$ cat config.mk
export PLATFORM = sky130hd
export DESIGN_NAME = ccp_front
export DESIGN_NICKNAME = d
export VERILOG_FILES = /design/src/ccp_pkg.sv /design/src/ccp_front.sv
export SDC_FILE = /design/constraint.sdc
export NUM_CORES = 2
export LEC_CHECK = 0
export BUFFER_PORTS_ARGS = -buffer_cell sky130_fd_sc_hd__buf_2
export CAP_MARGIN = 10
export CORE_MARGIN = 2
export CORE_UTILIZATION = 35
export DETAILED_ROUTE_END_ITERATION = 16
export MAX_ROUTING_LAYER = met4
export SYNTH_ARGS = -nofsm -noshare
export SYNTH_HDL_FRONTEND = slang
export SYNTH_SLANG_ARGS = --single-unit
$ cat constraint.sdc
create_clock -name clk_i -period 14.73 [get_ports clk_i]
set_input_delay 2.2095 -clock clk_i [delete_from_list [all_inputs] [get_ports clk_i]]
set_output_delay 2.2095 -clock clk_i [all_outputs]
set_load 0.02 [all_outputs]
$ cat src/ccp_pkg.sv
// ----------------------------------------------------------------------------
// ccp_pkg: shared types and constants for the circle contain/project core
// Widths, pipeline words and the saturation helper used across the block.
// ----------------------------------------------------------------------------
package ccp_pkg;

  localparam int COORD_BITS = 32;
  localparam int FRAC_BITS  = 16;

  localparam int MAG_W  = COORD_BITS + 1;   // signed delta / magnitude
  localparam int SQ_W   = 2 * MAG_W;        // sum of squares
  localparam int ROOT_W = MAG_W;            // floor sqrt
  localparam int RD_W   = ROOT_W + 1;       // radius - distance
  localparam int PROD_W = RD_W + MAG_W;
  localparam int NUM_W  = PROD_W + 1;       // 2*prod + d
  localparam int QUO_W  = RD_W + 1;         // offset magnitude
  localparam int DVS_W  = ROOT_W + 1;       // divisor 2*d
  localparam int SUM_W  = QUO_W + 2;
  localparam int CFG_IDX_W = 2;

  typedef enum logic [CFG_IDX_W-1:0] {
    CFG_CENTER_X = 2'd0,
    CFG_CENTER_Y = 2'd1,
    CFG_RADIUS   = 2'd2
  } cfg_idx_e;

  typedef struct packed {
    logic signed [COORD_BITS-1:0] probe_x;
    logic signed [COORD_BITS-1:0] probe_y;
  } in_word_t;

  typedef struct packed {
    logic                         inside_res;
    logic signed [COORD_BITS-1:0] closest_x;
    logic signed [COORD_BITS-1:0] closest_y;
  } res_word_t;

  typedef struct packed {
    logic [COORD_BITS-1:0] px;
    logic [COORD_BITS-1:0] py;
    logic [MAG_W-1:0]      dx;   // two's complement
    logic [MAG_W-1:0]      dy;
  } carry_t;

  typedef struct packed {
    carry_t            c;
    logic [SQ_W-1:0]   s;
    logic [ROOT_W:0]   r;
    logic [ROOT_W-1:0] q;
  } sqrt_t;

  typedef struct packed {
    logic [COORD_BITS-1:0] px;
    logic [COORD_BITS-1:0] py;
    logic                  in_circle;
    logic                  zero;
    logic                  neg_x;
    logic                  neg_y;
    logic [DVS_W-1:0]      dvs;
    logic [DVS_W-1:0]      rem_x;
    logic [DVS_W-1:0]      rem_y;
    logic [QUO_W-1:0]      nlo_x;
    logic [QUO_W-1:0]      nlo_y;
    logic [QUO_W-1:0]      q_x;
    logic [QUO_W-1:0]      q_y;
  } div_t;

  // clamp a wide two's complement value to the coordinate range
  function automatic logic [COORD_BITS-1:0] sat(input logic [SUM_W-1:0] v);
    logic [SUM_W-COORD_BITS:0] top;
    top = v[SUM_W-1:COORD_BITS-1];
    if (!v[SUM_W-1] && (top != '0)) begin
      sat = {1'b0, {(COORD_BITS-1){1'b1}}};
    end else if (v[SUM_W-1] && (top != '1)) begin
      sat = {1'b1, {(COORD_BITS-1){1'b0}}};
    end else begin
      sat = v[COORD_BITS-1:0];
    end
  endfunction

endpackage

$ cat src/ccp_front.sv
// ----------------------------------------------------------------------------
// ccp_front: displacement and squared length
// Three stages: delta from center, squares, sum.
// ----------------------------------------------------------------------------
module ccp_front (
  input  logic                                clk_i,
  input  logic                                rst_ni,
  input  logic                                valid_i,
  input  ccp_pkg::in_word_t                   word_i,
  input  logic [ccp_pkg::COORD_BITS-1:0]      center_x_i,
  input  logic [ccp_pkg::COORD_BITS-1:0]      center_y_i,
  output logic                                valid_o,
  output ccp_pkg::sqrt_t                      sqrt_o
);
  localparam int CW = ccp_pkg::COORD_BITS;
  localparam int MW = ccp_pkg::MAG_W;

  logic            v0_q, v1_q, v2_q;
  ccp_pkg::carry_t c0_d, c0_q, c1_q;
  logic [MW-1:0]   mx, my;
  logic [2*MW-1:0] sqx_d, sqy_d, sqx_q, sqy_q;
  ccp_pkg::sqrt_t  s2_d, s2_q;

  always_comb begin
    c0_d.px = word_i.probe_x;
    c0_d.py = word_i.probe_y;
    c0_d.dx = {word_i.probe_x[CW-1], word_i.probe_x} - {center_x_i[CW-1], center_x_i};
    c0_d.dy = {word_i.probe_y[CW-1], word_i.probe_y} - {center_y_i[CW-1], center_y_i};
  end

  always_comb begin
    mx = c0_q.dx[MW-1] ? (~c0_q.dx + 1'b1) : c0_q.dx;
    my = c0_q.dy[MW-1] ? (~c0_q.dy + 1'b1) : c0_q.dy;
    sqx_d = mx * mx;
    sqy_d = my * my;
  end

  always_comb begin
    s2_d.c = c1_q;
    s2_d.s = sqx_q + sqy_q;
    s2_d.r = '0;
    s2_d.q = '0;
  end

  always_ff @(posedge clk_i or negedge rst_ni) begin
    if (!rst_ni) begin
      v0_q <= 1'b0;
      v1_q <= 1'b0;
      v2_q <= 1'b0;
    end else begin
      v0_q <= valid_i;
      v1_q <= v0_q;
      v2_q <= v1_q;
    end
  end

  always_ff @(posedge clk_i) begin
    c0_q  <= c0_d;
    c1_q  <= c0_q;
    sqx_q <= sqx_d;
    sqy_q <= sqy_d;
    s2_q  <= s2_d;
  end

  assign valid_o = v2_q;
  assign sqrt_o  = s2_q;
endmodule

==> flow_summary_export.csv <==
group,metric,value,unit
floorplan,die_y,480,um
timing,finClkSkew,0.0999,ns
global_routing,grt_usage,0.203,
finish,final_common_cell,"inv_1",
clocking,cts_max_path_buffers,3,
drt,route.vias.total,55300,
clocking,root_buffer,"clkbuf_16",
worst_setup_path,crit_cells,36,
floorplan,core_area,0.225,sq mm
drt,vias_per_cell,4.73,
placement,dp_hpwl,179000,um
global_routing,grt_pass1_vias,61000,
drt,drt_iter0_drc,3266,
drt,wirelength,220000,um
global_routing,grt_pass1_wl,350000,um
run,maxCapViolations,0,
timing,period_share,0.799,
clocking,cts_sinks,587,
floorplan,rows,174,
finish,area_delta_synth_final,9.86,%
clocking,holdBufCountCts,0,
worst_hold_path,hold_path_class,"flip-flop to flip-flop",
timing,tns,0,ns
clocking,cts_resized,0,
finish,nNetsFinal,11100,
global_routing,overflow,0,
worst_setup_path,slowest_stage,"clkinv_1",
synth,syn_area_per_cell,9.57,sq um
global_routing,antenna_found_initial,5,
floorplan,die_w,480,um
worst_setup_path,r2r_cells,36,
synth,syn_area,0.0795,sq mm
synth,synthTopCellsByArea,"fa_1 (43%), dfxtp_1 (15%), inv_1 (11%)",
drt,drcViolationCount,0,
synth,syn_inst,8302,
clocking,cts_buffers,67,
timing,worst_slew_pin_slew,1.14,ns
worst_setup_path,cp_num_buf_inv,7,
global_routing,grt_max_degree,36,
drt,routedWlPerCell,18.9,um
status,status,"finished clean",
synth,synthArstFlopShare,0.00511,
clocking,htreeDepth,3,
timing,post-route-min-period,11.77,ns
worst_setup_path,arrival,12.38,ns
finish,drive_gt1_frac,0.0725,
synth,yosysUniqueCellTypes,93,
synth,synth_warnings,0,
synth,yosys_register_bits,587,
worst_hold_path,hold-path-cell-count,0,
clocking,post-cts-setup-buffers,0,
placement,gp_congestion,0.951,
floorplan,initial_utilization,0.353,
worst_setup_path,cpMostUsedCell,"fa_1",
worst_setup_path,crit_family,"adder cells",
synth,synth_top_area_cell,"fa_1",
worst_setup_path,max_stage_delay,0.83,ns
timing,slew_violations,0,
worst_setup_path,cp.required,15.34,ns
timing,finalSetupViolations,0,
finish,final_cell_mix,"inv_1 (2346), fa_1 (1726), nand2_1 (688)",
worst_setup_path,worstSetupStartpointType,"flip-flop",
worst_setup_path,endpoint_kind,"flip-flop",
drt,first_pass_iters,5,
placement,port_buffers,327,
timing,fmax,0.0850,GHz
worst_setup_path,critical_path_class,"flip-flop to flip-flop",
drt,ant_nets,0,
timing,rsz0062_at_grt,"no",
timing,maxSlewHeadroom,0.239,
synth,seq_area_frac_synth,0.148,
worst_setup_path,crit_fanout,21,
timing,hold_viol,0,
floorplan,io_pins,395,
synth,synth_edf_count,0,
synth,synth_ff_type,"dfxtp_1",
clocking,worstSkewPairLatency,0.77,ns
finish,fill_cells,22500,
clocking,path_clk_slew,0.06,ns
clocking,cts_tree,"yes",
synth,synth_top_cell_area_share,0.435,
floorplan,die_area,0.231,sq mm
==> kinds of logic after synthesis <==
logic type,Yosys count,synth area share
flip-flops,587,0.148
XOR/XNOR,321,0.0357
AO/OA/AOI/OAI,781,0.0646
AND/OR/NAND/NOR,1579,0.0841
other,2,0.0000945
buffers and inverters,2648,0.129
adder cells (fa/ha/maj),2380,0.538
multiplexers,4,0.000535
==> worst register-to-register path: cells and delay by family (launching register included) <==
kind                       cells  cell delay [ns]
adders and majority gates     10             4.70
and+or+nand+nor               13             3.42
buffers and inverters          7             1.79
AOI/OAI and AO/OA              4             1.13
DFF                            1             0.31
xor gates and xnor gates       2             0.28
==> sequential cells by signal, indices dropped and copies added, names as in the netlist <==
| signal | count |
|---|---|
| c0_q | 130 |
| c1_q | 128 |
| sqrt_o | 196 |
| sqx_q | 65 |
| sqy_q | 65 |
| v0_q | 1 |
| v1_q | 1 |
| valid_o | 1 |
==> through the flow <==
step                      setup slack [ns]  utilization  instance area [sq um]  instances  hold slack (ns)
after floorplan                       5.16            -                  79900       8417            0.310
after global placement                3.16        0.377                  85000      11600            0.310
after detailed placement              3.08        0.377                  85000      11600            0.312
after CTS                             3.01        0.387                  87300      11700            0.253
after global routing                  2.49        0.387                  87300      11700            0.269
final                                 2.96        0.387                  87300      11700            0.273
==> path summary, 6_finish.rpt <==
check | end | slack [ns] | from
setup / recovery | sqy_q[65]$_DFF_P_ | 2.96 | c0_q[0]$_DFF_P_
hold / removal | sqrt_o[154]$_DFF_P_ | 0.27 | c1_q[21]$_DFF_P_
max in group asynchronous | v1_q$_DFF_PN0_ | 13.35 | rst_ni
min in group asynchronous | valid_o$_DFF_PN0_ | 1.27 | rst_ni
setup reg to reg | sqy_q[65]$_DFF_P_ | 2.96 | c0_q[0]$_DFF_P_
hold reg to reg | sqrt_o[154]$_DFF_P_ | 0.27 | c1_q[21]$_DFF_P_
==> synthesized netlist by cell type (all sizes together), types with 6 or more instances <==
cell type,instances
inv,2362
fa,1726
nand2,692
ha,654
nor2,608
dfxtp,584
a21oi,242
xnor2,205
clkbuf,160
a21o,159
o21ai,142
buf,116
xor2,116
nand4,44
o21bai,44
nand3,39
nor2b,36
and3,34
o21a,34
a31oi,31
nand2b,30
nor3,30
o31ai,21
or3,14
o41ai,13
a211oi,12
or4,11
and2,10
clkinv,10
o31a,9
and4,8
a21boi,7
nor4,7
o211ai,7
a221o,6
a221oi,6
a41oi,6
or2,6
==> layout make-up <==
| type | count | area (sq um) | area share |
|---|---|---|---|
| timing repair buffer | 423 | 2360 | 0.0270 |
| clock inverter | 38 | 526 | 0.00602 |
| inverter | 2372 | 8900 | 0.102 |
| clock buffer | 84 | 1770 | 0.0203 |
| tap | 2992 | 3740 | 0.0429 |
| sequential | 587 | 11800 | 0.135 |
| multi-input combinational | 5182 | 58200 | 0.667 |
| antenna | 7 | 17.5 | 0.000201 |
==> per-layer routing <==
metal	global-route usage	up-vias	wire [um]
li1	-	24900	-
met5	-	-	0
met3	0.0351	387	15400
met4	0.0675	0	8300
met1	0.260	28200	91400
met2	0.327	1788	105000
Power is left out: the tool's default activity adds up to more than one toggle a clock period on the data nets, which glitch-free logic cannot reach.
