<file path="src/ccp_pkg.sv">
// ----------------------------------------------------------------------------
// ccp_pkg: shared types and constants for the circle contain/project core
// Widths, pipeline words and the saturation helper used across the block.
// ----------------------------------------------------------------------------
package ccp_pkg;

  localparam int COORD_BITS = 32;
  localparam int FRAC_BITS  = 16;

  localparam int MAG_W  = COORD_BITS + 1;   // signed delta / magnitude
  localparam int SQ_W   = 2 * MAG_W;        // sum of squares
  localparam int ROOT_W = MAG_W;            // floor sqrt
  localparam int RD_W   = ROOT_W + 1;       // radius - distance
  localparam int PROD_W = RD_W + MAG_W;
  localparam int NUM_W  = PROD_W + 1;       // 2*prod + d
  localparam int QUO_W  = RD_W + 1;         // offset magnitude
  localparam int DVS_W  = ROOT_W + 1;       // divisor 2*d
  localparam int SUM_W  = QUO_W + 2;
  localparam int CFG_IDX_W = 2;

  typedef enum logic [CFG_IDX_W-1:0] {
    CFG_CENTER_X = 2'd0,
    CFG_CENTER_Y = 2'd1,
    CFG_RADIUS   = 2'd2
  } cfg_idx_e;

  typedef struct packed {
    logic signed [COORD_BITS-1:0] probe_x;
    logic signed [COORD_BITS-1:0] probe_y;
  } in_word_t;

  typedef struct packed {
    logic                         inside_res;
    logic signed [COORD_BITS-1:0] closest_x;
    logic signed [COORD_BITS-1:0] closest_y;
  } res_word_t;

  typedef struct packed {
    logic [COORD_BITS-1:0] px;
    logic [COORD_BITS-1:0] py;
    logic [MAG_W-1:0]      dx;   // two's complement
    logic [MAG_W-1:0]      dy;
  } carry_t;

  typedef struct packed {
    carry_t            c;
    logic [SQ_W-1:0]   s;
    logic [ROOT_W:0]   r;
    logic [ROOT_W-1:0] q;
  } sqrt_t;

  typedef struct packed {
    logic [COORD_BITS-1:0] px;
    logic [COORD_BITS-1:0] py;
    logic                  in_circle;
    logic                  zero;
    logic                  neg_x;
    logic                  neg_y;
    logic [DVS_W-1:0]      dvs;
    logic [DVS_W-1:0]      rem_x;
    logic [DVS_W-1:0]      rem_y;
    logic [QUO_W-1:0]      nlo_x;
    logic [QUO_W-1:0]      nlo_y;
    logic [QUO_W-1:0]      q_x;
    logic [QUO_W-1:0]      q_y;
  } div_t;

  // clamp a wide two's complement value to the coordinate range
  function automatic logic [COORD_BITS-1:0] sat(input logic [SUM_W-1:0] v);
    logic [SUM_W-COORD_BITS:0] top;
    top = v[SUM_W-1:COORD_BITS-1];
    if (!v[SUM_W-1] && (top != '0)) begin
      sat = {1'b0, {(COORD_BITS-1){1'b1}}};
    end else if (v[SUM_W-1] && (top != '1)) begin
      sat = {1'b1, {(COORD_BITS-1){1'b0}}};
    end else begin
      sat = v[COORD_BITS-1:0];
    end
  endfunction

endpackage

</file>
<file path="src/ccp_sqrt_step.sv">
// ----------------------------------------------------------------------------
// ccp_sqrt_step: one root bit of the digit-by-digit square root
// Brings down two radicand bits, trial subtract, registers the result.
// ----------------------------------------------------------------------------
module ccp_sqrt_step (
  input  logic           clk_i,
  input  logic           rst_ni,
  input  logic           valid_i,
  input  ccp_pkg::sqrt_t sqrt_i,
  output logic           valid_o,
  output ccp_pkg::sqrt_t sqrt_o
);
  localparam int RW = ccp_pkg::ROOT_W;
  localparam int SW = ccp_pkg::SQ_W;

  logic [RW+3:0]  acc, trial;
  ccp_pkg::sqrt_t s_d, s_q;
  logic           v_q;

  always_comb begin
    acc   = {sqrt_i.r, sqrt_i.s[SW-1 -: 2]};
    trial = acc - {1'b0, sqrt_i.q, 2'b01};
    s_d.c = sqrt_i.c;
    s_d.s = {sqrt_i.s[SW-3:0], 2'b00};
    if (!trial[RW+3]) begin
      s_d.r = trial[RW:0];
      s_d.q = {sqrt_i.q[RW-2:0], 1'b1};
    end else begin
      s_d.r = acc[RW:0];
      s_d.q = {sqrt_i.q[RW-2:0], 1'b0};
    end
  end

  always_ff @(posedge clk_i or negedge rst_ni) begin
    if (!rst_ni) begin
      v_q <= 1'b0;
    end else begin
      v_q <= valid_i;
    end
  end

  always_ff @(posedge clk_i) begin
    s_q <= s_d;
  end

  assign valid_o = v_q;
  assign sqrt_o  = s_q;
endmodule

</file>
<file path="config.mk">
export PLATFORM = sky130hd
export DESIGN_NAME = ccp_sqrt_step
export DESIGN_NICKNAME = d
export VERILOG_FILES = /design/src/ccp_pkg.sv /design/src/ccp_sqrt_step.sv
export SDC_FILE = /design/constraint.sdc
export NUM_CORES = 1
export LEC_CHECK = 0
export ABC_AREA = 1
export BUFFER_PORTS_ARGS = -buffer_cell sky130_fd_sc_hd__buf_2
export CORE_AREA = 2 2 206 208
export DETAILED_ROUTE_END_ITERATION = 8
export DIE_AREA = 0 0 208 210
export GPL_TIMING_DRIVEN = 0
export MAX_ROUTING_LAYER = met4
export PLACE_DENSITY = 0.54
export SYNTH_ARGS = -nofsm -noshare
export SYNTH_HDL_FRONTEND = slang
export SYNTH_SLANG_ARGS = --single-unit
export TNS_END_PERCENT = 100
</file>
<file path="constraint.sdc">
create_clock -name clk_i -period 0.8 [get_ports clk_i]
set_input_delay 0 -clock clk_i [delete_from_list [all_inputs] [get_ports clk_i]]
set_output_delay 0 -clock clk_i [all_outputs]
set_load 0.02 [all_outputs]
</file>
==> qor.txt, run 1 <==
number of buffers created by CTS: 30
part of the cycle the worst path needs: 1.436
Sw Pwr: 11250 uW
Fill cells: 3898
Routed wire per std cell: 21.29 um
GPL Wtd Cong: 0.8986
TritonCTS clock tree: done
Fin. Hold Viols: 25
fin. max-slew vios: 0
Hold Startpoint: sqrt_i[11]
Post-DRT Antenna Nets: 0
Core ar.: 41480 um^2
Flop pwr share: 0.381
Nets: 2026
I/O Buffers: 527
commonest non-fill, non-tap cells in the layout: 277 x buf_6, 259 x dfxtp_2, 241 x buf_2
Area Overhead vs Synth: 127.3%
Setup WS post-layout: -348.8 ps
final cell count without fillers: 2297
max-cap viol count: 0
post-synth top area share: 0.6301
cells after synthesis: 874
leakage: 0.008810 uW
family with the most delay on the worst path: simple AND/OR/NAND/NOR gates
clk buf depth: 3
synthesized area: 8292 um^2
first-pass GRT wire length: 68.02 mm
Inst Count DP: 1941
min cycle time layout: 1149 ps
Overall Global Routing Usage: 0.2209
CP Launch Type: input pin
CP max stage cell: ha_4
clk sinks: 262
Final Util: 0.4543
via count: 9178
Worst Path Arrival: 1590 ps
RSZ-0062 raised after global routing: true
Via density: 3.996
clk root buf: clkbuf_16
Pre-antenna DRT Iters: 4
leading area contributor after synthesis: dfxtp_1
area of placed instances: 12160 um^2
H-tree lvl count: 1
setup violators final: 297
dominant cells by area after synthesis: dfxtp_1 63%, nand2_1 10%, inv_1 5.7%
layout cells sized above 1: 0.6491
Critical Path Start: sqrt_i[48]
status: finished with violations
failing checks: negative hold slack, negative setup slack
number of global-route vias before repair: 9725
commonest non-fill, non-tap cell in the layout: buf_6
clock-pin slew on the worst setup and hold paths: 60 ps
cell-internal power: 27370 uW
Worst Path Class, Setup: input pin to flip-flop
critical path's largest stage delay: 300 ps
Max IR drop VDD: 0.001493 V
Die Height: 210 um
sequential element share of the synthesized area: 0.6332
global route total overflow: 0
Yosys reg bits: 262
final instance area: 18840 um^2
WL final: 48.91 mm
maximum clock rate: 870.4 MHz
DP HPWL: 37.69 mm
Die Footprint: 43680 um^2
Worst Setup End Kind: flip-flop
Top Ports: 530
initial antenna violation count: 12
Crit path top cell by count: nand2_2
die width: 208 um
Switching Share: 0.2914
worst hold margin: -457.6 ps
crit-path cells: buf_4, ha_4, nand2_4, nor2_4, nand2_2, clkinv_2, nand4_4, nand3_2, nand2_2, nand2_4, clkinv_8, clkbuf_16, nand2_2, nand2_1
Comb pwr share: 0.249
critical path peak fanout: 6
Critical path buffers and inverters: 4
initial DRC count: 337
TNS Setup: -65710 ps
clock share of power: 0.370
YS warnings: 0
# rows: 75
HP Class: input pin to flip-flop
DRC: 0
Data required, critical path: 1240 ps
Avg Cell Area, Syn: 9.487 um^2
Initial Util: 0.1999
Power Dens Cells: 2049 nW/um^2
Netlist cell types: 30
largest net degree at the start of global routing: 15
[sequential cells by signal (all words and copies together) (netlist names)]
| name | flops |
|---|---|
| valid_o | 1 |
| sqrt_o | 261 |
[path summary, 6_finish.rpt]
path	end	slack, ps	cells after the start
worst max-delay path	sqrt_o[58]	-350	14
worst min-delay path	sqrt_o[12]	-460	1
max in group asynchronous	valid_o	300	3
min in group asynchronous	valid_o	360	3
[kinds of logic after synthesis]
| family | after synthesis | share of synthesized area |
|---|---|---|
| other | 1 | 0.0004523 |
| AND/OR/NAND/NOR | 352 | 0.1753 |
| adder cells (fa/ha/maj) | 34 | 0.05131 |
| AO/OA/AOI/OAI | 69 | 0.05070 |
| XOR/XNOR | 19 | 0.02007 |
| buffers and inverters | 137 | 0.06896 |
| flip-flops | 262 | 0.6332 |
[synthesized netlist by cell type, drive strengths merged]
master,n
xnor2,14
dfxtp,261
o21ai,35
dfrtp,1
o21bai,3
a31oi,1
ha,34
conb,1
inv,128
clkinv,1
nand3,36
nand2,234
nand3b,6
buf,8
xor2,5
nor2,61
nand4,7
a21o,1
and3,1
nor3,7
a21oi,29
[per-layer routing]
layer	vias to the layer above	wire, um	track usage
met2	366	23780	0.3708
li1	4418	-	-
met3	73	3000	0.04440
met5	-	0	-
met4	0	1722	0.06701
met1	4321	20410	0.2678
[power by group through the flow]
| stage | sequential (uW) | clock (uW) | combinational (uW) |
|---|---|---|---|
| 6_report | 14700 | 14300 | 9610 |
| 5_1_grt | 14800 | 15200 | 10200 |
| 4_1_cts | 14700 | 14600 | 9290 |
| 3_5_place_dp | 14500 | 0 | 6320 |
| 3_3_place_gp | 14500 | 0 | 6330 |
| 2_1_floorplan | 15800 | 0 | 2290 |
[per-stage QoR]
stage,worst slack (ps),hold slack (ps),power [uW]
3_3_place_gp,-1245,-189.1,20870
5_1_grt,-402.3,-483.5,40130
4_1_cts,-313.6,-493.8,38620
2_1_floorplan,-537.0,-295.6,18070
6_report,-348.8,-457.6,38620
3_5_place_dp,-1241,-185.0,20860
[layout make-up]
type                            count  area [um^2]  area share
Clock buffer                       38        862.1     0.04575
Multi-Input combinational cell    476         3566      0.1892
Antenna cell                        8        20.02    0.001062
Inverter                          129        543.0     0.02882
Timing Repair inverter              1        11.26   0.0005976
Tap cell                          539        674.4     0.03579
Buffer                              8        130.1    0.006905
Timing Repair Buffer              818         7276      0.3861
Sequential cell                   262         5582      0.2962
Clock inverter                     18        180.2    0.009561
[timing repair]
item / CTS / global route
endpoints found under the hold margin: 262 / 35
cloned: 2 / 3
gates resized for setup: 960 / 67
pin swaps: 55 / 33
hold buffers: 229 / 11
buffers inserted: 40 / 9
endpoints found under the setup margin: 297 / 297
Power figures use the tool's default switching activity.
==> inputs of run 2 (changes only) <==
--- a/config.mk
+++ b/config.mk
@@ -6,7 +6,7 @@
 export NUM_CORES = 1
 export LEC_CHECK = 0
 export ABC_AREA = 1
-export BUFFER_PORTS_ARGS = -buffer_cell sky130_fd_sc_hd__buf_2
+export BUFFER_PORTS_ARGS = -buffer_cell sky130_fd_sc_hd__buf_4
 export CORE_AREA = 2 2 206 208
 export DETAILED_ROUTE_END_ITERATION = 8
 export DIE_AREA = 0 0 208 210
==> run 2 against run 1 <==
The flow still finishes with violations (negative hold slack, negative setup slack). Wire length rose by 0.17%. Final cell count fell by 0.26%. Core utilization rose by 1.8 points. Setup slack got worse by 6.2 ps. Clock power rose by 6%. Cell area rose by 4.0%. Via count fell by 0.88%. Sequential cell count did not move. Power rose by 3.2%. Combinational power rose by 5%. Largest power group is now the clock network.
==> qor.txt, run 2 (synthesized netlist as in run 1, its figures left out) <==
initial DRC count: 313
Area Overhead vs Synth: 136.4%
clk buf depth: 3
HP Class: input pin to flip-flop
RSZ-0062 raised after global routing: true
layout cells sized above 1: 0.6611
total power: 39860 uW
largest net degree at the start of global routing: 17
clk root buf: clkbuf_16
fin. max-slew vios: 0
clock-pin slew on the worst setup and hold paths: 60 ps
DP HPWL: 37.71 mm
Initial Util: 0.1999
TritonCTS clock tree: done
max-cap viol count: 0
Routed wire per std cell: 21.38 um
Die Height: 210 um
leakage: 0.009116 uW
die width: 208 um
DRC: 0
Worst Path Arrival: 1640 ps
WL final: 48.99 mm
Worst Path Class, Setup: input pin to flip-flop
Fin. Hold Viols: 37
setup violators final: 297
number of buffers created by CTS: 31
failing checks: negative hold slack, negative setup slack
Worst Setup End Kind: flip-flop
Data required, critical path: 1290 ps
max reg flops: 261
Post-DRT Antenna Nets: 0
Power Dens Cells: 2034 nW/um^2
# rows: 75
part of the cycle the worst path needs: 1.444
initial antenna violation count: 10
Final Util: 0.4725
min cycle time layout: 1155 ps
H-tree lvl count: 1
Overall Global Routing Usage: 0.2227
clk sinks: 262
via count: 9097
I/O Buffers: 527
GPL Wtd Cong: 0.8685
commonest non-fill, non-tap cell in the layout: buf_4
maximum clock rate: 865.8 MHz
worst hold margin: -484.9 ps
number of global-route vias before repair: 9664
Max IR drop VDD: 0.001382 V
commonest non-fill, non-tap cells in the layout: 287 x buf_4, 286 x buf_6, 259 x dfxtp_2
Pre-antenna DRT Iters: 4
CP Launch Type: input pin
Nets: 2020
Core ar.: 41480 um^2
first-pass GRT wire length: 68.45 mm
Setup WS post-layout: -355.0 ps
global route total overflow: 0
Top Ports: 530
Die Footprint: 43680 um^2
status: finished with violations
critical path peak fanout: 6
Via density: 3.971
-- run 2: changes by cell type in the layout (fill, tap and decap cells not counted), sizes merged --
cell and change:
dlygate4sd3 -11, clkinvlp -2, inv +2, bufinv +2, buf +6, clkbuf -3
-- run 2: stage by stage --
stage               setup TNS (ps)  setup WS (ps)  std cells  cell area (um^2)
floorplan                   -17990         -537.0        875              8845
global placement            -34940          -1157       1941             13480
detailed placement          -35220          -1120       1941             13480
CTS                         -79650         -343.6       2250             19010
global route                -81040         -389.2       2290             19600
finish                      -69550         -355.0       2291             19600
-- run 2: worst paths after layout --
check                      startpoint         end  slack [ps]  depth (start not counted)
min in group asynchronous      rst_ni     valid_o         290                          3
setup / recovery           sqrt_i[12]  sqrt_o[54]        -360                         16
hold / removal              sqrt_i[4]   sqrt_o[5]        -480                          1
max in group asynchronous      rst_ni     valid_o         390                          3
-- run 2: area by class of cell --
| class | count | area [um^2] |
|---|---|---|
| Clock inverter | 20 | 250.2 |
| Fill cell | 3840 | 21880 |
| Multi-Input combinational cell | 476 | 3656 |
| Antenna cell | 8 | 20.02 |
| Tap cell | 539 | 674.4 |
| Clock buffer | 37 | 838.3 |
| Timing Repair Buffer | 812 | 7895 |
| Timing Repair inverter | 1 | 16.27 |
| Inverter | 129 | 551.8 |
| Sequential cell | 262 | 5582 |
| Buffer | 7 | 115.1 |
-- run 2: power breakdown --
group / switching [uW] / leakage (uW) / internal (uW)
Combinational: 4880 / 0.00637 / 5210
Clock: 6220 / 0.000527 / 8860
Sequential: 482 / 0.00222 / 14200
-- run 2: layer usage --
layer,GRT usage,vias up,wire length (um)
met5,-,-,0
met4,0.06187,0,1733
met3,0.05110,84,2710
met2,0.3740,330,24000
met1,0.2680,4276,20550
li1,-,4407,-
-- run 2: worst max-delay path, stage by stage --
cell and delay, ps:
buf_12 90, inv_12 30, ha_4 280, nand2_4 70
nor2_4 130, nand2_2 90, clkinv_4 60, nand4_4 70
nand3_4 130, nand2_4 70, nand2_8 160, inv_12 70
buf_12 130, buf_12 130, nand2_4 60, nand2_4 50
-- run 2: what timing repair did --
| item | 4_1_cts | 5_1_grt |
|---|---|---|
| hold endpoints to repair | 262 | 55 |
| setup endpoints to repair | 297 | 297 |
| resized for setup | 692 | 91 |
| gates cloned | 7 | 0 |
| hold buffers | 209 | 20 |
| pin swaps | 51 | 48 |
| buffers inserted | 36 | 17 |
