===== config.mk =====
export PLATFORM = sky130hd
export DESIGN_NAME = ccp_div_step
export DESIGN_NICKNAME = d
export VERILOG_FILES = /design/src/ccp_pkg.sv /design/src/ccp_div_step.sv
export SDC_FILE = /design/constraint.sdc
export NUM_CORES = 1
export LEC_CHECK = 0
export BUFFER_PORTS_ARGS = -buffer_cell sky130_fd_sc_hd__buf_2
export CAP_MARGIN = 20
export CORE_AREA = 2 2 240 242
export CTS_CLUSTER_SIZE = 25
export DETAILED_ROUTE_END_ITERATION = 16
export DIE_AREA = 0 0 242 244
export GPL_TIMING_DRIVEN = 0
export PLACE_DENSITY_LB_ADDON = 0.05
export REMOVE_ABC_BUFFERS = 1
export SLEW_MARGIN = 15
export SYNTH_ARGS = -nofsm -noshare
export SYNTH_HDL_FRONTEND = slang
export SYNTH_SLANG_ARGS = --single-unit

===== constraint.sdc =====
create_clock -name clk_i -period 0.9 [get_ports clk_i]
set_input_delay 0.18 -clock clk_i [delete_from_list [all_inputs] [get_ports clk_i]]
set_output_delay 0.18 -clock clk_i [all_outputs]
set_load 0.05 [all_outputs]

===== src/ccp_pkg.sv =====
// ----------------------------------------------------------------------------
// ccp_pkg: shared types and constants for the circle contain/project core
// Widths, pipeline words and the saturation helper used across the block.
// ----------------------------------------------------------------------------
package ccp_pkg;

  localparam int COORD_BITS = 32;
  localparam int FRAC_BITS  = 16;

  localparam int MAG_W  = COORD_BITS + 1;   // signed delta / magnitude
  localparam int SQ_W   = 2 * MAG_W;        // sum of squares
  localparam int ROOT_W = MAG_W;            // floor sqrt
  localparam int RD_W   = ROOT_W + 1;       // radius - distance
  localparam int PROD_W = RD_W + MAG_W;
  localparam int NUM_W  = PROD_W + 1;       // 2*prod + d
  localparam int QUO_W  = RD_W + 1;         // offset magnitude
  localparam int DVS_W  = ROOT_W + 1;       // divisor 2*d
  localparam int SUM_W  = QUO_W + 2;
  localparam int CFG_IDX_W = 2;

  typedef enum logic [CFG_IDX_W-1:0] {
    CFG_CENTER_X = 2'd0,
    CFG_CENTER_Y = 2'd1,
    CFG_RADIUS   = 2'd2
  } cfg_idx_e;

  typedef struct packed {
    logic signed [COORD_BITS-1:0] probe_x;
    logic signed [COORD_BITS-1:0] probe_y;
  } in_word_t;

  typedef struct packed {
    logic                         inside_res;
    logic signed [COORD_BITS-1:0] closest_x;
    logic signed [COORD_BITS-1:0] closest_y;
  } res_word_t;

  typedef struct packed {
    logic [COORD_BITS-1:0] px;
    logic [COORD_BITS-1:0] py;
    logic [MAG_W-1:0]      dx;   // two's complement
    logic [MAG_W-1:0]      dy;
  } carry_t;

  typedef struct packed {
    carry_t            c;
    logic [SQ_W-1:0]   s;
    logic [ROOT_W:0]   r;
    logic [ROOT_W-1:0] q;
  } sqrt_t;

  typedef struct packed {
    logic [COORD_BITS-1:0] px;
    logic [COORD_BITS-1:0] py;
    logic                  in_circle;
    logic                  zero;
    logic                  neg_x;
    logic                  neg_y;
    logic [DVS_W-1:0]      dvs;
    logic [DVS_W-1:0]      rem_x;
    logic [DVS_W-1:0]      rem_y;
    logic [QUO_W-1:0]      nlo_x;
    logic [QUO_W-1:0]      nlo_y;
    logic [QUO_W-1:0]      q_x;
    logic [QUO_W-1:0]      q_y;
  } div_t;

  // clamp a wide two's complement value to the coordinate range
  function automatic logic [COORD_BITS-1:0] sat(input logic [SUM_W-1:0] v);
    logic [SUM_W-COORD_BITS:0] top;
    top = v[SUM_W-1:COORD_BITS-1];
    if (!v[SUM_W-1] && (top != '0)) begin
      sat = {1'b0, {(COORD_BITS-1){1'b1}}};
    end else if (v[SUM_W-1] && (top != '1)) begin
      sat = {1'b1, {(COORD_BITS-1){1'b0}}};
    end else begin
      sat = v[COORD_BITS-1:0];
    end
  endfunction

endpackage


===== src/ccp_div_step.sv =====
// ----------------------------------------------------------------------------
// ccp_div_step: one quotient bit for both axes
// Restoring division step against the shared divisor 2*d.
// ----------------------------------------------------------------------------
module ccp_div_step (
  input  logic          clk_i,
  input  logic          rst_ni,
  input  logic          valid_i,
  input  ccp_pkg::div_t div_i,
  output logic          valid_o,
  output ccp_pkg::div_t div_o
);
  localparam int QW = ccp_pkg::QUO_W;
  localparam int VW = ccp_pkg::DVS_W;

  logic [VW:0]   shx, shy, dvx, dvy;
  ccp_pkg::div_t d_d, d_q;
  logic          v_q;

  always_comb begin
    d_d   = div_i;
    shx   = {div_i.rem_x, div_i.nlo_x[QW-1]};
    shy   = {div_i.rem_y, div_i.nlo_y[QW-1]};
    dvx   = shx - {1'b0, div_i.dvs};
    dvy   = shy - {1'b0, div_i.dvs};
    d_d.nlo_x = {div_i.nlo_x[QW-2:0], 1'b0};
    d_d.nlo_y = {div_i.nlo_y[QW-2:0], 1'b0};
    if (shx >= {1'b0, div_i.dvs}) begin
      d_d.rem_x = dvx[VW-1:0];
      d_d.q_x   = {div_i.q_x[QW-2:0], 1'b1};
    end else begin
      d_d.rem_x = shx[VW-1:0];
      d_d.q_x   = {div_i.q_x[QW-2:0], 1'b0};
    end
    if (shy >= {1'b0, div_i.dvs}) begin
      d_d.rem_y = dvy[VW-1:0];
      d_d.q_y   = {div_i.q_y[QW-2:0], 1'b1};
    end else begin
      d_d.rem_y = shy[VW-1:0];
      d_d.q_y   = {div_i.q_y[QW-2:0], 1'b0};
    end
  end

  always_ff @(posedge clk_i or negedge rst_ni) begin
    if (!rst_ni) begin
      v_q <= 1'b0;
    end else begin
      v_q <= valid_i;
    end
  end

  always_ff @(posedge clk_i) begin
    d_q <= d_d;
  end

  assign valid_o = v_q;
  assign div_o   = d_q;
endmodule


==> run metrics, run 1 <==
routability cong.=0.851; most numerous cell in the Yosys netlist=dfxtp_1; Combinational Power Share=34.1%; slew at the pin closest to its max-slew limit=0.647 ns; critical path endpoint category=register; crit path max fanout=5; Leak=10.9 nW; Initial Util=19.7%; Die Span X=242 um; total grt overflow=0; HP Start=div_i[208]; relative slew slack=56.4%; CTS clk-pin slew, worst paths=0.06 ns; Syn-to-layout area delta=124%; cts bufs inserted=39; RSZ-0062 raised after global routing=true; Syn Std Cell Area=11100 um2; Post-route DRC=0; CTS tree=yes; routed via count=11700; Max clock buf depth=3; Worst setup SP type=input port; Root Buffer=clkbuf_16; Nets=~2400; failing checks=setup timing; share of layout cells above drive strength 1=61.4%; sequential share of power=roughly a third; total track usage=18.8%; sw frac=between 30% and 40%; final number of setup-violating endpoints=between 300 and 400; worst slack, placed=-3.28 ns; top post-synthesis cells by area=dfxtp_1 (56%), ha_1 (7.7%), mux2_2 (4.5%), a21oi_1 (3.9%), xnor2_1 (2.6%); synth cell count leaders=dfxtp_1 (308), a21oi_1 (87), ha_1 (68); clock network power share=32.5%; Syn. warnings=0; Sw Pwr=~16 mW; Max rail drop VDD=approximately 1.2 mV; clock period minus worst slack=around 2.5 ns; ys async rst share=0.324%; Synth area leader=dfxtp_1; Pint=around 32 mW; Final Slew Violations=0; First DRT Iteration DRCs=388; I/O pins=about 620; cell mode on critical path=a21o_1; crit path kind=in -> reg; outcome=complete, but fails checks; CP startpoint=div_i[224]; number of synthesized flops with an enable pin=0; HPWL after DPL=44.7 mm; final period utilization=278%; Max Cap Violations=0; sequence of cells on the critical path=buf_8 > inv_8 > ha_4 > a21o_1 > a21o_1 > a2111oi_4 > a31oi_4 > a211o_4 > a21o_1 > a31oi_4 > buf_12 > buf_12 > buf_16 > mux2_4; pwr dens=approximately 1900 nW/um2; Netlist cell types=69; Site Rows=87; vias in the first global route=11900; Max stage delay cell, worst path=a2111oi_4; # clock sinks=309; Routed WL=just over 60 mm; Setup WS post-layout=-1.61 ns; Min Hold Slack=0.0226 ns; Pre-antenna DRT Iters=6; setup TNS=-191.55 ns; register area share after synthesis=55.9%; DIE AREA=between 50000 and 60000 um2; Critical Path RT=1.33 ns; vias per inst=4.15; final hold violations=0; WP data arrival=between 2 and 3 ns; Yosys top cell area share=a little under three fifths; first-pass GRT wire length=82.0 mm; Die H=244 um; H-tree Lvls=2; Achievable Freq=399 MHz; initial antenna violation count=13; Synth Register Bits=309; Mapped Cells=1022; CP peak stage delay=0.45 ns; Routed Antenna Nets=0; Synth Flop Type=dfxtp_1; Hold WC Path Type=in -> reg; largest net degree at the start of global routing=27; Syn Area/Cell=between 10 and 15 um2; core area=roughly 56000 um2; wire length per cell=about 22 um; IO buf count=619
[routing by layer]
metal | routed length [um] | GRT usage [%]
met5 | 85 | 0
met4 | 2080 | 4.87
met3 | 3480 | 5.08
met2 | 30800 | 33.9
met1 | 24600 | 22.0
[critical path, delay by kind of cell]
family | cells | cell delay, ns
fa+ha+maj | 1 | 0.20
compound gates | 7 | 1.73
buf+inv | 5 | 0.53
mux | 1 | 0.29
[registers in the layout (all words and copies together), names as in the netlist]
register	count
valid_o	1
div_o	308
[cell usage in the layout (no fill, tap or decap), types with 46 or more instances in the layout]
cell type and n:
a21oi_1 61, buf_2 293, buf_4 49, buf_6 98, buf_8 204, dfxtp_2 306, dlygate4sd3_1 310, nand2_1 52
nor2_1 46
[power by group through the flow]
stage          logic (mW)  clock network (mW)  registers (mW)
6_report             16.4                15.6            16.0
4_1_cts              13.1                16.2            15.3
5_1_grt              17.1                16.8            16.1
3_3_place_gp         11.0                   0            15.5
3_5_place_dp         11.0                   0            15.5
2_1_floorplan        3.10                   0            19.9
[area by class of cell]
| class | instances | area (um2) |
|---|---|---|
| flip-flops and latches | 309 | 6580 |
| multi-input cells | 627 | 5610 |
| inverters | 61 | 293 |
| repair inverters | 6 | 110 |
| well taps | 756 | 946 |
| fillers | 5347 | 31400 |
| repair buffers | 997 | 9980 |
| clock inverters | 16 | 191 |
| clock buffers | 49 | 1060 |
| diodes | 3 | 7.51 |
[kinds of logic after synthesis]
| logic type | count (synthesis) | synth area share [%] |
|---|---|---|
| DFF | 309 | 55.9 |
| AOI/OAI and AO/OA | 245 | 14.7 |
| and+or+nand+nor | 210 | 9.05 |
| buffers and inverters | 87 | 3.28 |
| adders and majority gates | 70 | 8.05 |
| xor gates and xnor gates | 51 | 4.03 |
| muxes | 49 | 4.93 |
| other | 1 | 0.0339 |
[timing repair]
item	4_1_cts	5_1_grt
buffers inserted	24	42
hold buffers	309	1
endpoints found under the hold margin	308	1
resized for setup	190	1602
pin swaps	14	48
setup endpoints to repair	379	379
cloned	4	5
[final timing paths]
path / end / cells after the start / slack, ns
worst max-delay path: div_o[144]$_DFF_P_ / 14 / -1.61
worst min-delay path: div_o[140]$_DFF_P_ / 3 / 0.02
max in group asynchronous: valid_o$_DFF_PN0_ / 3 / 0.33
min in group asynchronous: valid_o$_DFF_PN0_ / 3 / 0.46
[through the flow]
step | cells | total power, mW | area (um2) | util, %
final | 2824 | 47.9 | 24800 | 44.1
after global routing | 2823 | 50.0 | 24800 | 44.1
after CTS | 2775 | 44.6 | 20400 | 36.2
after detailed placement | 2373 | 26.5 | 15000 | 26.7
after global placement | 2372 | 26.6 | 15000 | 26.7
after floorplan | 997 | 23.0 | 10900 | -
Power figures use the tool's default switching activity.
==> run 2, diff against run 1 <==
--- a/config.mk
+++ b/config.mk
@@ -7,12 +7,11 @@
 export LEC_CHECK = 0
 export BUFFER_PORTS_ARGS = -buffer_cell sky130_fd_sc_hd__buf_2
 export CAP_MARGIN = 20
-export CORE_AREA = 2 2 240 242
+export CORE_AREA = 2 2 242 244
 export CTS_CLUSTER_SIZE = 25
 export DETAILED_ROUTE_END_ITERATION = 16
-export DIE_AREA = 0 0 242 244
+export DIE_AREA = 0 0 244 246
 export GPL_TIMING_DRIVEN = 0
-export PLACE_DENSITY_LB_ADDON = 0.05
 export REMOVE_ABC_BUFFERS = 1
 export SLEW_MARGIN = 15
 export SYNTH_ARGS = -nofsm -noshare
==> run metrics, run 2 (same netlist as run 1, synthesis figures left out) <==
routed via count=12600; Achievable Freq=roughly 400 MHz; crit path max fanout=5; outcome=complete, but fails checks; IO buf count=619; Routed WL=just under 70 mm; Die Span X=244 um; wire length per cell=between 20 and 25 um; final hold violations=0; Max rail drop VDD=1.48 mV; core area=57400 um2; cell mode on critical path=a21o_1; area of the multi-input gates=between 5000 and 6000 um2; Final Slew Violations=0; most frequent cells in the layout=dlygate4sd3_1 (310), dfxtp_2 (290), buf_2 (288); Setup WS post-layout=-1.62 ns; RSZ-0062 raised after global routing=true; Post-route DRC=0; critical path endpoint category=register; crit path kind=in -> reg; relative slew slack=62.0%; largest net degree at the start of global routing=14; final period utilization=280%; final number of setup-violating endpoints=379; CTS clk-pin slew, worst paths=roughly 0.06 ns; slew at the pin closest to its max-slew limit=roughly 0.57 ns; DP Cell Count=approximately 2400; sequence of cells on the critical path=buf_8 > inv_8 > ha_4 > a21o_1 > a21o_1 > a2111oi_4 > a31oi_4 > a211o_4 > a21o_1 > a31oi_4 > buf_12 > buf_12 > buf_16 > mux2_4; # clock sinks=309; CP peak stage delay=0.40 ns; most common cell after layout, fill and taps aside=dlygate4sd3_1; PnR Total Power=between 40 and 50 mW; HPWL after DPL=44.8 mm; routability cong.=0.892; share of layout cells above drive strength 1=63.9%; DIE AREA=about 60000 um2; First DRT Iteration DRCs=557; Critical Path RT=1.33 ns; cts bufs inserted=37; Max stage delay cell, worst path=a2111oi_4; Syn-to-layout area delta=134%; Pre-antenna DRT Iters=5; initial antenna violation count=24; total track usage=between 20% and 30%; I/O pins=624; Worst setup SP type=input port; Filler cells=4949; H-tree Lvls=2; first-pass GRT wire length=about 95 mm; Die H=246 um; CTS tree=yes; Reg area=6620 um2; Max Cap Violations=0; pwr dens=around 1900 nW/um2; Largest register FFs=between 300 and 400; vias in the first global route=13600; Leak=approximately 11 nW; WP data arrival=2.95 ns; vias per inst=about 4.4; total grt overflow=0; Site Rows=88; Routed Antenna Nets=0; Initial Util=19.3%; Root Buffer=clkbuf_16; non-filler instance count after layout=2876; Nets=2458; failing checks=setup timing; Hold WC Path Type=in -> reg; clock period minus worst slack=2.52 ns; Max clock buf depth=3
run 2: changes by cell type in the layout (fill, tap and decap cells not counted), sizes merged:
| cell | delta |
|---|---|
| clkinv | -2 |
| inv | +3 |
| diode | +8 |
| clkbuf | +1 |
| bufinv | -1 |
| buf | +36 |
| clkinvlp | -2 |
run 2: report_power, final:
group          switching, mW  total, mW  internal, mW
Clock                   6.41       15.4          9.03
Sequential             0.947       16.1          15.2
Combinational           9.49       17.5          8.06
Total                   16.8       49.1          32.3
run 2: worst max-delay path: cells and delay by family:
family,cells,cell delay [ns]
buffers and inverters,5,0.58
multiplexers,1,0.31
AO/OA/AOI/OAI,7,1.66
adder cells (fa/ha/maj),1,0.20
run 2: worst paths after layout:
path | from | end | slack (ns) | cells after the start
max | div_i[224] | div_o[145]$_DFF_P_ | -1.62 | 14
max in group asynchronous | rst_ni | valid_o$_DFF_PN0_ | 0.34 | 3
min in group asynchronous | rst_ni | valid_o$_DFF_PN0_ | 0.46 | 3
min | div_i[208] | div_o[174]$_DFF_P_ | 0.07 | 3
run 2: routing by layer:
layer | up-vias | track usage, % | share of wire, %
met5 | - | 0 | 0.19
li1 | 5719 | - | -
met1 | 5993 | 22.2 | 35
met2 | 641 | 38.4 | 50
met3 | 249 | 5.62 | 6.5
met4 | 18 | 15.1 | 8.1
run 2: area by class of cell:
cell class	instances	area share (%)
clock inverter	13	0.595
inverter	61	1.25
multi-input combinational	627	22.9
sequential	309	25.6
antenna	11	0.106
timing repair inverter	7	0.629
clock buffer	51	4.18
timing repair buffer	1032	41.1
tap	765	3.70
run 2: per-stage QoR:
stage	setup WS, ns	cell area (um2)	hold WS (ns)	TNS, ns	utilization, %
2_1_floorplan	-2.34	10900	-0.116	-145.45	-
3_3_place_gp	-3.59	15000	-0.0451	-230.86	26.1
3_5_place_dp	-3.32	15000	-0.0403	-218.55	26.2
4_1_cts	-1.57	25100	0.00101	-204.82	43.7
5_1_grt	-1.67	25900	0.0537	-211.51	45.1
6_report	-1.62	25900	0.0665	-196.38	45.1
run 2: timing repair:
item | CTS | global route
resized for setup | 1542 | 160
setup endpoints to repair | 379 | 379
hold endpoints to repair | 308 | 0
hold buffers | 310 | 0
buffers inserted | 87 | 26
pin swaps | 58 | 49
gates cloned | 11 | 0
==> run 3, diff against run 2 <==
--- a/config.mk
+++ b/config.mk
@@ -13,6 +13,7 @@
 export DIE_AREA = 0 0 244 246
 export GPL_TIMING_DRIVEN = 0
 export REMOVE_ABC_BUFFERS = 1
+export SETUP_SLACK_MARGIN = 0.1
 export SLEW_MARGIN = 15
 export SYNTH_ARGS = -nofsm -noshare
 export SYNTH_HDL_FRONTEND = slang
==> run metrics, run 3 (same netlist as run 1, synthesis figures left out) <==
vias in the first global route=13600; final hold violations=0; CTS clk-pin slew, worst paths=0.06 ns; outcome=complete, but fails checks; crit path max fanout=5; Combinational Power Share=35.7%; share of layout cells above drive strength 1=a little under two thirds; Critical Path RT=1.33 ns; Sw Pwr=16.8 mW; worst slack, placed=-3.32 ns; relative slew slack=60.5%; first-pass GRT wire length=94.5 mm; Hold WC Path Type=in -> reg; Max Cap Violations=0; CTS tree=yes; routed via count=roughly 13000; Max clock buf depth=3; Pre-antenna DRT Iters=5; vias per inst=~4.4; Routed Antenna Nets=0; clock network power share=31.4%; Largest register FFs=308; sw frac=34.3%; pwr dens=1900 nW/um2; cts bufs inserted=37; crit path kind=in -> reg; Routed WL=69.4 mm; WP data arrival=2.96 ns; sequential share of power=32.9%; Filler cells=4948; most frequent cells in the layout=dlygate4sd3_1 (310), dfxtp_2 (290), buf_2 (288); initial antenna violation count=24; Initial Util=19.3%; slew at the pin closest to its max-slew limit=0.588 ns; Syn-to-layout area delta=133%; Root Buffer=clkbuf_16; critical path endpoint category=register; final period utilization=282%; routability cong.=approximately 0.9; wire length per cell=approximately 24 um; # clock sinks=between 300 and 400; HPWL after DPL=between 40 and 50 mm; Site Rows=88; H-tree Lvls=2; total grt overflow=0; Die Span X=approximately 240 um; post-route core utilization=between 40% and 50%; Die H=246 um; First DRT Iteration DRCs=between 500 and 600; Setup WS post-layout=-1.64 ns; Post-route DRC=0; Achievable Freq=between 300 and 400 MHz; I/O pins=around 620; failing checks=setup timing; clock period minus worst slack=2.54 ns; Pint=32.3 mW; non-filler instance count after layout=~2900; DP Cell Count=~2400; most common cell after layout, fill and taps aside=dlygate4sd3_1; final number of setup-violating endpoints=379; Worst setup SP type=input port; total track usage=21.6%; largest net degree at the start of global routing=14; setup TNS=-197.58 ns; Max rail drop VDD=1.48 mV; Leak=11.3 nW; Nets=about 2500; IO buf count=619; DIE AREA=60000 um2; core area=57400 um2; RSZ-0062 raised after global routing=true; Final Slew Violations=0
[run 3: stage by stage]
step,instance area (um2),power [mW],hold slack [ns]
after floorplan,10900,23.0,-0.116
after global routing,25800,50.8,0.0452
after CTS,25100,48.5,0.00101
after detailed placement,15000,26.5,-0.0403
after global placement,15000,26.5,-0.0451
final,25800,49.1,0.0498
[run 3: path summary, 6_finish.rpt]
check / from / endpoint / slack (ns) / depth (start not counted)
min in group asynchronous: rst_ni / valid_o$_DFF_PN0_ / 0.46 / 3
max in group asynchronous: rst_ni / valid_o$_DFF_PN0_ / 0.34 / 3
worst min-delay path: div_i[208] / div_o[174]$_DFF_P_ / 0.05 / 3
worst max-delay path: div_i[214] / div_o[145]$_DFF_P_ / -1.64 / 15
[run 3: per-layer routing]
layer	share of wire, %	vias to the layer above	wire length [um]	global-route usage, %
met1	35	5975	24400	22.2
met3	6.5	249	4540	5.62
met4	8.1	18	5600	15.1
met5	0.18	-	125	0
li1	-	5721	-	-
met2	50	669	34800	38.4
[run 3: layout make-up]
class / count / area [um2] / share of cell area, %
flip-flops and latches: 309 / 6620 / 25.7
diodes: 11 / 27.5 / 0.107
inverters: 61 / 320 / 1.24
repair buffers: 1033 / 10600 / 41.1
repair inverters: 7 / 145 / 0.562
clock buffers: 51 / 1080 / 4.18
clock inverters: 13 / 154 / 0.596
well taps: 765 / 957 / 3.71
multi-input cells: 627 / 5890 / 22.8
[run 3: what timing repair did]
item                       in CTS  in global routing
hold endpoints to repair      308                  0
buffers inserted               87                 24
hold buffers                  310                  0
setup endpoints to repair     379                379
cloned                         11                  0
resized for setup            1542                139
pin swaps                      58                 46
[run 3: power by group through the flow]
stage | clock [mW] | combinational, mW | sequential [mW]
3_3_place_gp | 0 | 10.9 | 15.6
5_1_grt | 16.4 | 18.2 | 16.2
3_5_place_dp | 0 | 10.9 | 15.6
2_1_floorplan | 0 | 3.10 | 19.9
4_1_cts | 15.8 | 16.6 | 16.1
6_report | 15.4 | 17.5 | 16.1
[run 3: critical path, cell delays in order]
cell,delay [ns]
buf_2,0.11
inv_1,0.19
ha_4,0.25
a21oi_1,0.13
nand2_1,0.11
o211ai_1,0.19
buf_4,0.19
a31oi_4,0.10
a211o_4,0.37
a21o_1,0.20
a31oi_4,0.20
buf_12,0.14
buf_12,0.14
buf_16,0.14
mux2_4,0.31
